File: config.mk
export PLATFORM = sky130hd
export DESIGN_NAME = arp_cache_learn_resolve
export DESIGN_NICKNAME = d
export VERILOG_FILES = /design/src/arpc_pkg.sv /design/src/arp_cache_learn_resolve.sv
export SDC_FILE = /design/constraint.sdc
export NUM_CORES = 2
export LEC_CHECK = 0
export BUFFER_PORTS_ARGS = -buffer_cell sky130_fd_sc_hd__buf_2
export CAP_MARGIN = 20
export CELL_PAD_IN_SITES_DETAIL_PLACEMENT = 1
export CELL_PAD_IN_SITES_GLOBAL_PLACEMENT = 1
export CORE_ASPECT_RATIO = 0.9
export CORE_UTILIZATION = 42
export DETAILED_ROUTE_END_ITERATION = 10
export PLACE_DENSITY = 0.62
export SLEW_MARGIN = 20
export SYNTH_ARGS = -nofsm -noshare
export SYNTH_HDL_FRONTEND = slang
export SYNTH_SLANG_ARGS = --single-unit
File: constraint.sdc
create_clock -name clk -period 12.8 [get_ports clk]
set_input_delay 1.28 -clock clk [delete_from_list [all_inputs] [get_ports clk]]
set_output_delay 1.28 -clock clk [all_outputs]
set_load 0.05 [all_outputs]
File: src/arpc_pkg.sv
// Shared constants and types for the ARP address cache.
// No dependencies; imported by arp_cache_learn_resolve.
package arpc_pkg;

    localparam int ENTRIES_DEF = 16;

    localparam int IP_W    = 32;
    localparam int MAC_W   = 48;
    localparam int TIME_W  = 32;
    localparam int LIFE_W  = 16;
    localparam int STAT_W  = 3;
    localparam int OIDX_W  = 4;

    // stream payload widths (packed, padded to bytes)
    localparam int S_TDATA_W = 152;
    localparam int M_TDATA_W = 56;

    localparam int CFG_IDX_W  = 1;
    localparam int CFG_DATA_W = 32;

    localparam logic [CFG_IDX_W-1:0] REG_OWN_IP   = 1'd0;
    localparam logic [CFG_IDX_W-1:0] REG_LIFETIME = 1'd1;

    localparam logic [IP_W-1:0]   LOOPBACK_IP    = 32'h7F00_0001;
    localparam logic [LIFE_W-1:0] LIFETIME_RESET = 16'd300;

    localparam logic ACT_LEARN   = 1'b0;
    localparam logic ACT_RESOLVE = 1'b1;

    localparam logic [STAT_W-1:0] STAT_HIT     = 3'd0;
    localparam logic [STAT_W-1:0] STAT_LOCAL   = 3'd1;
    localparam logic [STAT_W-1:0] STAT_MISS    = 3'd2;
    localparam logic [STAT_W-1:0] STAT_LEARNED = 3'd3;
    localparam logic [STAT_W-1:0] STAT_FULL    = 3'd4;

    typedef struct packed {
        logic [TIME_W-1:0] seen;
        logic [MAC_W-1:0]  mac;
        logic [IP_W-1:0]   ip;
    } slot_t;

endpackage

File: src/arp_cache_learn_resolve.sv
// ARP address cache with aging: learn and resolve over a slot memory.
// Depends on arpc_pkg.
//
// channel   dir   handshake            payload
// s_*       in    s_tvalid/s_tready    tuser: action; tdata: ip, mac, target, req, now
// m_*       out   m_tvalid/m_tready    tuser: status; tdata: index, mac, reply
// cfg_*     in    cfg_valid/cfg_ready  cfg_index, cfg_data
//
// One item at a time. A scan reads one slot a cycle from the slot memory
// into a registered read-data register and compares it the next cycle.
// Local resolves (own IP or loopback) skip the scan and go straight to DONE.
// Reset clears valid bits and control registers; slot and data regs are not cleared.
// The result register lets a new item be accepted while the last result waits;
// a finished item holds in DONE while that register is still occupied.
module arp_cache_learn_resolve
#(
    parameter int ENTRIES = arpc_pkg::ENTRIES_DEF
)
(
    input  logic                            clk,
    input  logic                            rst_n,

    input  logic                            s_tvalid,
    output logic                            s_tready,
    // [0] action
    input  logic                            s_tuser,
    // [31:0] ip_addr, [79:32] mac_addr, [111:80] target,
    // [112] is_request, [144:113] now_seconds, [151:145] zero
    input  logic [arpc_pkg::S_TDATA_W-1:0]  s_tdata,

    output logic                            m_tvalid,
    input  logic                            m_tready,
    // [2:0] status
    output logic [arpc_pkg::STAT_W-1:0]     m_tuser,
    // [3:0] entry_index, [51:4] found_mac, [52] send_reply, [55:53] zero
    output logic [arpc_pkg::M_TDATA_W-1:0]  m_tdata,

    input  logic                            cfg_valid,
    output logic                            cfg_ready,
    input  logic [arpc_pkg::CFG_IDX_W-1:0]  cfg_index,
    input  logic [arpc_pkg::CFG_DATA_W-1:0] cfg_data
);
    import arpc_pkg::*;

    localparam int IDX_W = (ENTRIES > 1) ? $clog2(ENTRIES) : 1;
    localparam int CNT_W = $clog2(ENTRIES + 1);

    localparam logic [1:0] S_IDLE = 2'd0;
    localparam logic [1:0] S_SCAN = 2'd1;
    localparam logic [1:0] S_DONE = 2'd2;

    // configuration
    logic [IP_W-1:0]   own_ip_reg;
    logic [LIFE_W-1:0] lifetime_reg;

    assign cfg_ready = 1'b1;

    always_ff @(posedge clk or negedge rst_n)
    begin
        if (!rst_n)
        begin
            own_ip_reg   <= '0;
            lifetime_reg <= LIFETIME_RESET;
        end
        else if (cfg_valid && cfg_ready)
        begin
            case (cfg_index)
                REG_OWN_IP:   own_ip_reg   <= cfg_data;
                REG_LIFETIME: lifetime_reg <= cfg_data[LIFE_W-1:0];
                default: ;
            endcase
        end
    end

    // input fields
    logic [IP_W-1:0]   in_ip;
    logic [MAC_W-1:0]  in_mac;
    logic [IP_W-1:0]   in_target;
    logic              in_req;
    logic [TIME_W-1:0] in_now;

    assign in_ip     = s_tdata[31:0];
    assign in_mac    = s_tdata[79:32];
    assign in_target = s_tdata[111:80];
    assign in_req    = s_tdata[112];
    assign in_now    = s_tdata[144:113];

    // control and item registers
    logic [1:0]        state_reg, state_next;
    logic [CNT_W-1:0]  rd_cnt_reg, rd_cnt_next;
    logic              cmp_vld_reg, cmp_vld_next;
    logic [IDX_W-1:0]  cmp_idx_reg, cmp_idx_next;
    logic [ENTRIES-1:0] valid_reg, valid_next;

    logic              act_reg, act_next;
    logic [IP_W-1:0]   ip_reg, ip_next;
    logic [MAC_W-1:0]  mac_reg, mac_next;
    logic [TIME_W-1:0] now_reg, now_next;
    logic              reply_reg, reply_next;

    logic [STAT_W-1:0] res_stat_reg, res_stat_next;
    logic [OIDX_W-1:0] res_idx_reg, res_idx_next;
    logic [MAC_W-1:0]  res_mac_reg, res_mac_next;
    logic              res_reply_reg, res_reply_next;

    logic              out_vld_reg, out_vld_next;
    logic [STAT_W-1:0] out_stat_reg, out_stat_next;
    logic [M_TDATA_W-1:0] out_data_reg, out_data_next;

    // slot memory
    slot_t             mem [ENTRIES];
    slot_t             rd_data_reg;
    logic              rd_en;
    logic [IDX_W-1:0]  rd_addr;
    logic              wr_en;
    slot_t             wr_data;

    always_ff @(posedge clk)
    begin
        if (wr_en)
        begin
            mem[cmp_idx_reg] <= wr_data;
        end
        if (rd_en)
        begin
            rd_data_reg <= mem[rd_addr];
        end
    end

    assign wr_data = '{seen: now_reg, mac: mac_reg, ip: ip_reg};

    // compare stage
    logic              slot_vld;
    logic              ip_eq;
    logic [TIME_W-1:0] age;
    logic              young;
    logic              match;
    logic              last_slot;

    assign slot_vld  = valid_reg[cmp_idx_reg];
    assign ip_eq     = (rd_data_reg.ip == ip_reg);
    assign age       = now_reg - rd_data_reg.seen;
    assign young     = (age < TIME_W'(lifetime_reg));
    assign match     = (act_reg == ACT_LEARN) ? (!slot_vld || ip_eq)
                                              : (slot_vld && ip_eq && young);
    assign last_slot = (cmp_idx_reg == IDX_W'(ENTRIES - 1));

    assign s_tready = (state_reg == S_IDLE);
    assign rd_en    = (state_reg == S_SCAN) && (rd_cnt_reg != CNT_W'(ENTRIES));
    assign rd_addr  = rd_cnt_reg[IDX_W-1:0];
    assign wr_en    = (state_reg == S_SCAN) && cmp_vld_reg && match
                      && (act_reg == ACT_LEARN);

    always_comb
    begin
        state_next     = state_reg;
        rd_cnt_next    = rd_cnt_reg;
        cmp_vld_next   = cmp_vld_reg;
        cmp_idx_next   = cmp_idx_reg;
        valid_next     = valid_reg;
        act_next       = act_reg;
        ip_next        = ip_reg;
        mac_next       = mac_reg;
        now_next       = now_reg;
        reply_next     = reply_reg;
        res_stat_next  = res_stat_reg;
        res_idx_next   = res_idx_reg;
        res_mac_next   = res_mac_reg;
        res_reply_next = res_reply_reg;
        out_vld_next   = out_vld_reg;
        out_stat_next  = out_stat_reg;
        out_data_next  = out_data_reg;

        if (out_vld_reg && m_tready)
        begin
            out_vld_next = 1'b0;
        end

        case (state_reg)
            S_IDLE:
            begin
                if (s_tvalid)
                begin
                    act_next     = s_tuser;
                    ip_next      = in_ip;
                    mac_next     = in_mac;
                    now_next     = in_now;
                    reply_next   = (s_tuser == ACT_LEARN) && in_req
                                   && (in_target == own_ip_reg);
                    rd_cnt_next  = '0;
                    cmp_vld_next = 1'b0;
                    if ((s_tuser == ACT_RESOLVE)
                        && ((in_ip == own_ip_reg) || (in_ip == LOOPBACK_IP)))
                    begin
                        res_stat_next  = STAT_LOCAL;
                        res_idx_next   = '0;
                        res_mac_next   = '0;
                        res_reply_next = 1'b0;
                        state_next     = S_DONE;
                    end
                    else
                    begin
                        state_next = S_SCAN;
                    end
                end
            end

            S_SCAN:
            begin
                if (rd_en)
                begin
                    rd_cnt_next  = rd_cnt_reg + CNT_W'(1);
                    cmp_idx_next = rd_addr;
                end
                cmp_vld_next = rd_en;

                if (cmp_vld_reg && match)
                begin
                    res_idx_next   = OIDX_W'(cmp_idx_reg);
                    res_reply_next = reply_reg;
                    if (act_reg == ACT_LEARN)
                    begin
                        valid_next[cmp_idx_reg] = 1'b1;
                        res_stat_next = STAT_LEARNED;
                        res_mac_next  = '0;
                    end
                    else
                    begin
                        res_stat_next = STAT_HIT;
                        res_mac_next  = rd_data_reg.mac;
                    end
                    cmp_vld_next = 1'b0;
                    state_next   = S_DONE;
                end
                else if (cmp_vld_reg && last_slot)
                begin
                    res_stat_next  = (act_reg == ACT_LEARN) ? STAT_FULL : STAT_MISS;
                    res_idx_next   = '0;
                    res_mac_next   = '0;
                    res_reply_next = reply_reg;
                    cmp_vld_next   = 1'b0;
                    state_next     = S_DONE;
                end
            end

            S_DONE:
            begin
                if (!out_vld_reg || m_tready)
                begin
                    out_vld_next  = 1'b1;
                    out_stat_next = res_stat_reg;
                    out_data_next = {3'b000, res_reply_reg, res_mac_reg, res_idx_reg};
                    state_next    = S_IDLE;
                end
            end

            default:
            begin
                state_next = S_IDLE;
            end
        endcase
    end

    always_ff @(posedge clk or negedge rst_n)
    begin
        if (!rst_n)
        begin
            state_reg   <= S_IDLE;
            rd_cnt_reg  <= '0;
            cmp_vld_reg <= 1'b0;
            valid_reg   <= '0;
            out_vld_reg <= 1'b0;
        end
        else
        begin
            state_reg   <= state_next;
            rd_cnt_reg  <= rd_cnt_next;
            cmp_vld_reg <= cmp_vld_next;
            valid_reg   <= valid_next;
            out_vld_reg <= out_vld_next;
        end
    end

    always_ff @(posedge clk)
    begin
        cmp_idx_reg   <= cmp_idx_next;
        act_reg       <= act_next;
        ip_reg        <= ip_next;
        mac_reg       <= mac_next;
        now_reg       <= now_next;
        reply_reg     <= reply_next;
        res_stat_reg  <= res_stat_next;
        res_idx_reg   <= res_idx_next;
        res_mac_reg   <= res_mac_next;
        res_reply_reg <= res_reply_next;
        out_stat_reg  <= out_stat_next;
        out_data_reg  <= out_data_next;
    end

    assign m_tvalid = out_vld_reg;
    assign m_tuser  = out_stat_reg;
    assign m_tdata  = out_data_reg;

endmodule
## Word level (Yosys, flattened, before mapping)

Memories as Yosys holds them, arrays and structs flattened. A register that Yosys moved wholly into a read port is not among the register bits.
Index checks and enable logic that the tools add are counted.

- Output and inout bits: 62
- Input bits: 191
- Memories: 1
- Register bits: 303
- Memory bits (writable): 1,792
- Word-level logic and storage cells: 118

- Reductions and logical operators: 30
- $lt $le $gt $ge: 3
- $add $sub $neg: 2
- Muxes and demuxes: 46
- Equality and inequality tests: 13
- Bitwise logic cells: 4

Memory list:

| name | words | bits a word | rd ports | clocked after memory_dff | write ports | RTL line | text |
|---|---|---|---|---|---|---|---|
| mem | 16 | 112 | 1 | 1 | 1 | arp_cache_learn_resolve.sv:111 | `slot_t mem [ENTRIES];` |

Operator list:

| operator | count |
|---|---|
| two-way mux 48 bit | 5 |
| equality test 32 bit | 3 |
| case mux 48 bit (2 select lines) | 1 |
| equality test 32 x 31 -> 1 bit, second input constant | 1 |
| < comparator 32 x 16 -> 1 bit | 1 |
| subtractor 32 bit | 1 |
| two-way mux 4 bit | 4 |
| bitwise OR 16 bit | 1 |
| two-way mux 1 bit | 15 |
| two-way mux 3 bit | 5 |
| logical AND 1 bit | 13 |
| two-way mux 2 bit | 6 |
| AND reduction 2 bit | 6 |
| two-way mux 5 bit | 2 |
| case mux 5 bit (2 select lines) | 1 |
| AND reduction 3 bit | 3 |
| case mux 4 bit (2 select lines) | 1 |
| inequality test 2 bit, second input constant | 3 |
| case mux 2 bit (3 select lines) | 1 |
| case mux 3 bit (2 select lines) | 1 |
| adder 5 x 1 -> 5 bit, second input constant | 1 |
| < comparator 4 x 5 -> 1 bit, second input constant | 1 |
| inequality test 5 bit, second input constant | 1 |
| binary-select mux 1 bit (select 4 bit) | 1 |
| 14 further kinds | 20 |

## Depth between registers and ports, before layout

- Depth after elaboration: 9
- Gate-level depth with buffers: 21
- Gate-level depth less buffers: 21

## Worst setup path after synthesis

No wires, ideal clock.

- Path type: register -> register
- Start: reg cmp_idx_reg[0]
- End: reg valid_reg[0]
- Clock period less this slack: 10.922 ns
- Path slack: 1.878 ns
- Buffers on the path: 1
- Stages on the path, launching flop included: 10
- Setup time: 0.116 ns
- Data arrival time: 10.805 ns
- Cell sequence: edfxtp_1 -> buf_6 -> mux4_2 -> mux2i_1 -> mux2i_1 -> o21ai_0 -> nand3_1 -> nor4_1 -> nor3b_1 -> or2_2

- Cells in the longest elaborated chain, start to end: 7

Ends and longest elaborated chain:

| item | RTL line | text |
|---|---|---|
| start, declared | arp_cache_learn_resolve.sv:92 | `logic [IDX_W-1:0] cmp_idx_reg, cmp_idx_next;` |
| start signal, assigned | arp_cache_learn_resolve.sv:286 | `cmp_idx_reg <= cmp_idx_next;` |
| binary-select mux 1 bit (select 4 bit) | arp_cache_learn_resolve.sv:140 | `assign slot_vld = valid_reg[cmp_idx_reg];` |
| two-way mux 1 bit (not written as such) | arp_cache_learn_resolve.sv:140 |  |
| logical NOT 1 bit or logical AND 1 bit (tied branches) | arp_cache_learn_resolve.sv:144, arp_cache_learn_resolve.sv:145 |  |
| logical OR 1 bit or logical AND 1 bit (tied branches) | arp_cache_learn_resolve.sv:144, arp_cache_learn_resolve.sv:145 |  |
| two-way mux 1 bit | arp_cache_learn_resolve.sv:144 | `assign match = (act_reg == ACT_LEARN) ? (!slot_vld \|\| ip_eq)` |
| logical AND 1 bit | arp_cache_learn_resolve.sv:217 | `if (cmp_vld_reg && match)` |
| AND reduction 3 bit (no source line) | n/a |  |
| end signal, assigned | arp_cache_learn_resolve.sv:279 | `valid_reg <= valid_next;` |
| end, declared | arp_cache_learn_resolve.sv:93 | `logic [ENTRIES-1:0] valid_reg, valid_next;` |

Several ways; a longest one is shown, not always the timed one. The select of a mux whose other input is x is not followed.
A chain may end at the register's enable or synchronous reset.

## Worst setup path in the final report

- Start: reg ip_reg[31]
- End: mem mem[1][76] (netlist bit), enable pin

- Cells in the longest elaborated chain, start to end: 8

Ends and longest elaborated chain:

| item | RTL line | text |
|---|---|---|
| start, declared | arp_cache_learn_resolve.sv:96 | `logic [IP_W-1:0] ip_reg, ip_next;` |
| start signal, assigned | arp_cache_learn_resolve.sv:288 | `ip_reg <= ip_next;` |
| equality test 32 bit * | arp_cache_learn_resolve.sv:141 | `assign ip_eq = (rd_data_reg.ip == ip_reg);` |
| logical AND 1 bit (2 in a row) | arp_cache_learn_resolve.sv:145 | `: (slot_vld && ip_eq && young);` |
| two-way mux 1 bit * | arp_cache_learn_resolve.sv:144 |  |
| logical AND 1 bit * | arp_cache_learn_resolve.sv:151 | `assign wr_en = (state_reg == S_SCAN) && cmp_vld_reg && match` |
| logical AND 1 bit * | arp_cache_learn_resolve.sv:152 | `&& (act_reg == ACT_LEARN);` |
| two-way mux 1 bit * | arp_cache_learn_resolve.sv:120 | `if (wr_en)` |
| two-way mux 1 bit (not written as such) * | arp_cache_learn_resolve.sv:122 | `mem[cmp_idx_reg] <= wr_data;` |
| end, declared | arp_cache_learn_resolve.sv:111 |  |

Mark *: on every way between the ends. The rest lies on a longest branch, timed or not.

==> results.yml <==
detailed_routing:
  wl_per_cell_um: 30.3
  drt_iter0_markers: 3457
  drc: 0
  via_per_inst: 5.66
  vias: 39100
  dr.pass1.iters: 5
  wl_um: 209000
  postRouteAntennaNets: 0
logic_synthesis:
  synth_compound_area_share_pct: 1.23
  ys_seq_area_share_pct: 78.0
  synthMuxAreaShare_pct: 15.8
  synth-adder-area-share_pct: 0.749
  yosys_warnings: 0
  synthSimpleGateAreaFrac_pct: 1.97
  synthesis.instances: 3671
  async_flop_share_pct: 3.31
  synth_top_family_by_area: "multiplexers"
  synth_seq_cells: 2207
  synth_ff_type: "edfxtp_1"
  yosysUniqueCellTypes: 71
  synth_edf_count: 2134
  syn_area_per_cell_um2: 23.0
  synth_xor_area_share_pct: 1.24
  synth_area_mm2: 0.0845
timing:
  skew_ps: 45.5
  period_share_pct: 53.8
  finalHoldViolations: 0
  setup_viol: 0
  slew_violations: 0
  whs_ps: 274
  rsz0062_at_grt: "false"
  setup_slack_ps: 5920
  clock.fmax_mhz: 145
  setup_tns_ps: 0
  period_needed_ps: 6880
  relSlewSlack_pct: 26.8
  tightest_slew_ps: 1100
power:
  power.total_mw: 21.1
  ir_worst_vdd_mv: 0.161
  pwr_density_cell_mw_per_mm2: 219
  leakagePower_nw: 30.7
cts:
  htreeDepth: 4
  cts_num_sinks: 2207
  cts-buffers-inserted: 219
  cts_resized: 0
  cts_tree: "done"
  clk_pin_slew_ps: 60
  post-cts-setup-buffer-count: 0
  holdBufCountCts: 0
  cts_root_buf: "clkbuf_16"
  clock_latency_ps: 860
  clockBufferDepth: 3
global_route:
  grt_first_pass_wirelength_um: 299000
  grt.total_usage_pct: 20.8
  grt_start_max_net_pins: 115
  antenna_found_initial: 10
  grt_pass1_vias: 41200
  grt_overflow_total: 0
worst_setup_path:
  r2r_cells: 9
  worst_ep_arrival_time_ps: 7370
  critPathMaxFanout: 46
  crit_path_end_kind: "flop"
  cp.required_ps: 13280
  startpoint_type: "flop"
  crit_type: "flop to flop"
  rrSetupSlack_ps: 5920
cells_and_area:
  largest_reg_flops: 1792
  design_area_mm2: 0.0962
  drive_above_1_share_pct: 30.2
  layout_commonest_cell: "edfxtp_1"
  areaGrowthSynthToFinish_pct: 13.8
  final_cell_mix: "edfxtp_1 (2134), mux4_2 (562), buf_2 (240)"
  final_util_pct: 48.3
  fin_cells: 6904
  nets: 4296
place:
  gp_congestion: 0.844
  placed_area_mm2: 0.0892
  dp_cells: 6502
  dpl_worst_slack_ps: 5830
  dp_hpwl_um: 111000
  portBuffers: 241
floorplan:
  io_pins: 253
  die_w_um: 475
  die_h_um: 428
  design.die.area_mm2: 0.203
  start_util_pct: 42.4
  core_area_mm2: 0.199
  rows: 155
run:
  drv_cap: 0
outcome:
  status: "complete, no violations"
worst_hold_path:
  hold_class: "primary input to asynchronous set/reset pin"
[power by group]
part           internal, mW  switching, mW
Clock                  3.47           2.71
Combinational          2.31           2.81
Sequential             9.10          0.662
[worst max-delay path, cell delays in order (launching register included)]
cell	delay, ps
edfxtp_1	600
xor2_1	270
nor4_1	670
nand4_1	570
o21ai_0	610
nand3_1	560
nor4_1	560
and3_4	850
buf_4	950
buf_4	690
[cells in the mapped netlist (7+ instances only)]
| cell type | n | share of area (%) |
|---|---|---|
| xor2_1 | 85 | 0.88 |
| mux4_2 | 562 | 15 |
| dfrtp_1 | 69 | 2.0 |
| nor3_1 | 11 | 0.065 |
| and2_1 | 50 | 0.37 |
| nor4_1 | 32 | 0.24 |
| a21o_1 | 18 | 0.16 |
| o21a_1 | 8 | 0.071 |
| edfxtp_1 | 2134 | 76 |
| a211oi_1 | 7 | 0.062 |
| xnor2_1 | 35 | 0.36 |
| mux2_2 | 50 | 0.67 |
| nand3_1 | 12 | 0.071 |
| o211ai_1 | 7 | 0.062 |
| o21ai_0 | 21 | 0.12 |
| nand2b_1 | 15 | 0.11 |
| buf_2 | 11 | 0.065 |
| nand2_1 | 52 | 0.23 |
| a21oi_1 | 45 | 0.27 |
| nand4_1 | 20 | 0.15 |
| buf_1 | 33 | 0.15 |
| ha_1 | 49 | 0.73 |
| inv_1 | 61 | 0.27 |
| or2_2 | 19 | 0.14 |
| nor2_1 | 46 | 0.20 |
| clkbuf_1 | 101 | 0.45 |
| nor2b_1 | 7 | 0.052 |
[routing by layer]
metal / routed length, um / share of wire (%) / vias up / GRT usage, %
met4: 5430 / 2.6 / 0 / 6.00
met5: 0 / 0 / - / 0
met1: 90200 / 43 / 21600 / 28.8
met2: 105000 / 50 / 978 / 34.6
met3: 8910 / 4.3 / 296 / 2.77
li1: - / - / 16200 / -
[area by class of cell]
cell class                      instances  area, um2
Sequential cell                      2207      65900
Multi-Input combinational cell       1247      17900
Tap cell                             2669       3340
Fill cell                           17700     103000
Clock buffer                          289       5870
Antenna cell                            4       10.0
Timing Repair Buffer                  319       1910
Inverter                               61        236
Clock inverter                        108       1010
[cells by family after synthesis]
group	Yosys count
multiplexers	618
AND/OR/NAND/NOR	297
AO/OA/AOI/OAI	158
adder cells (fa/ha/maj)	50
buffers and inverters	219
flip-flops	2207
other	2
XOR/XNOR	120
[worst paths after layout]
check,from,to
min,rst_n,own_ip_reg[1]
max reg2reg,ip_reg[31],mem[1][76]
max,ip_reg[31],mem[1][76]
min reg2reg,res_mac_reg[46],m_tdata[50]
max in group asynchronous,rst_n,rd_cnt_reg[2]
min in group clk,res_mac_reg[46],m_tdata[50]
No activity file was read; power rests on OpenSTA's default activity.
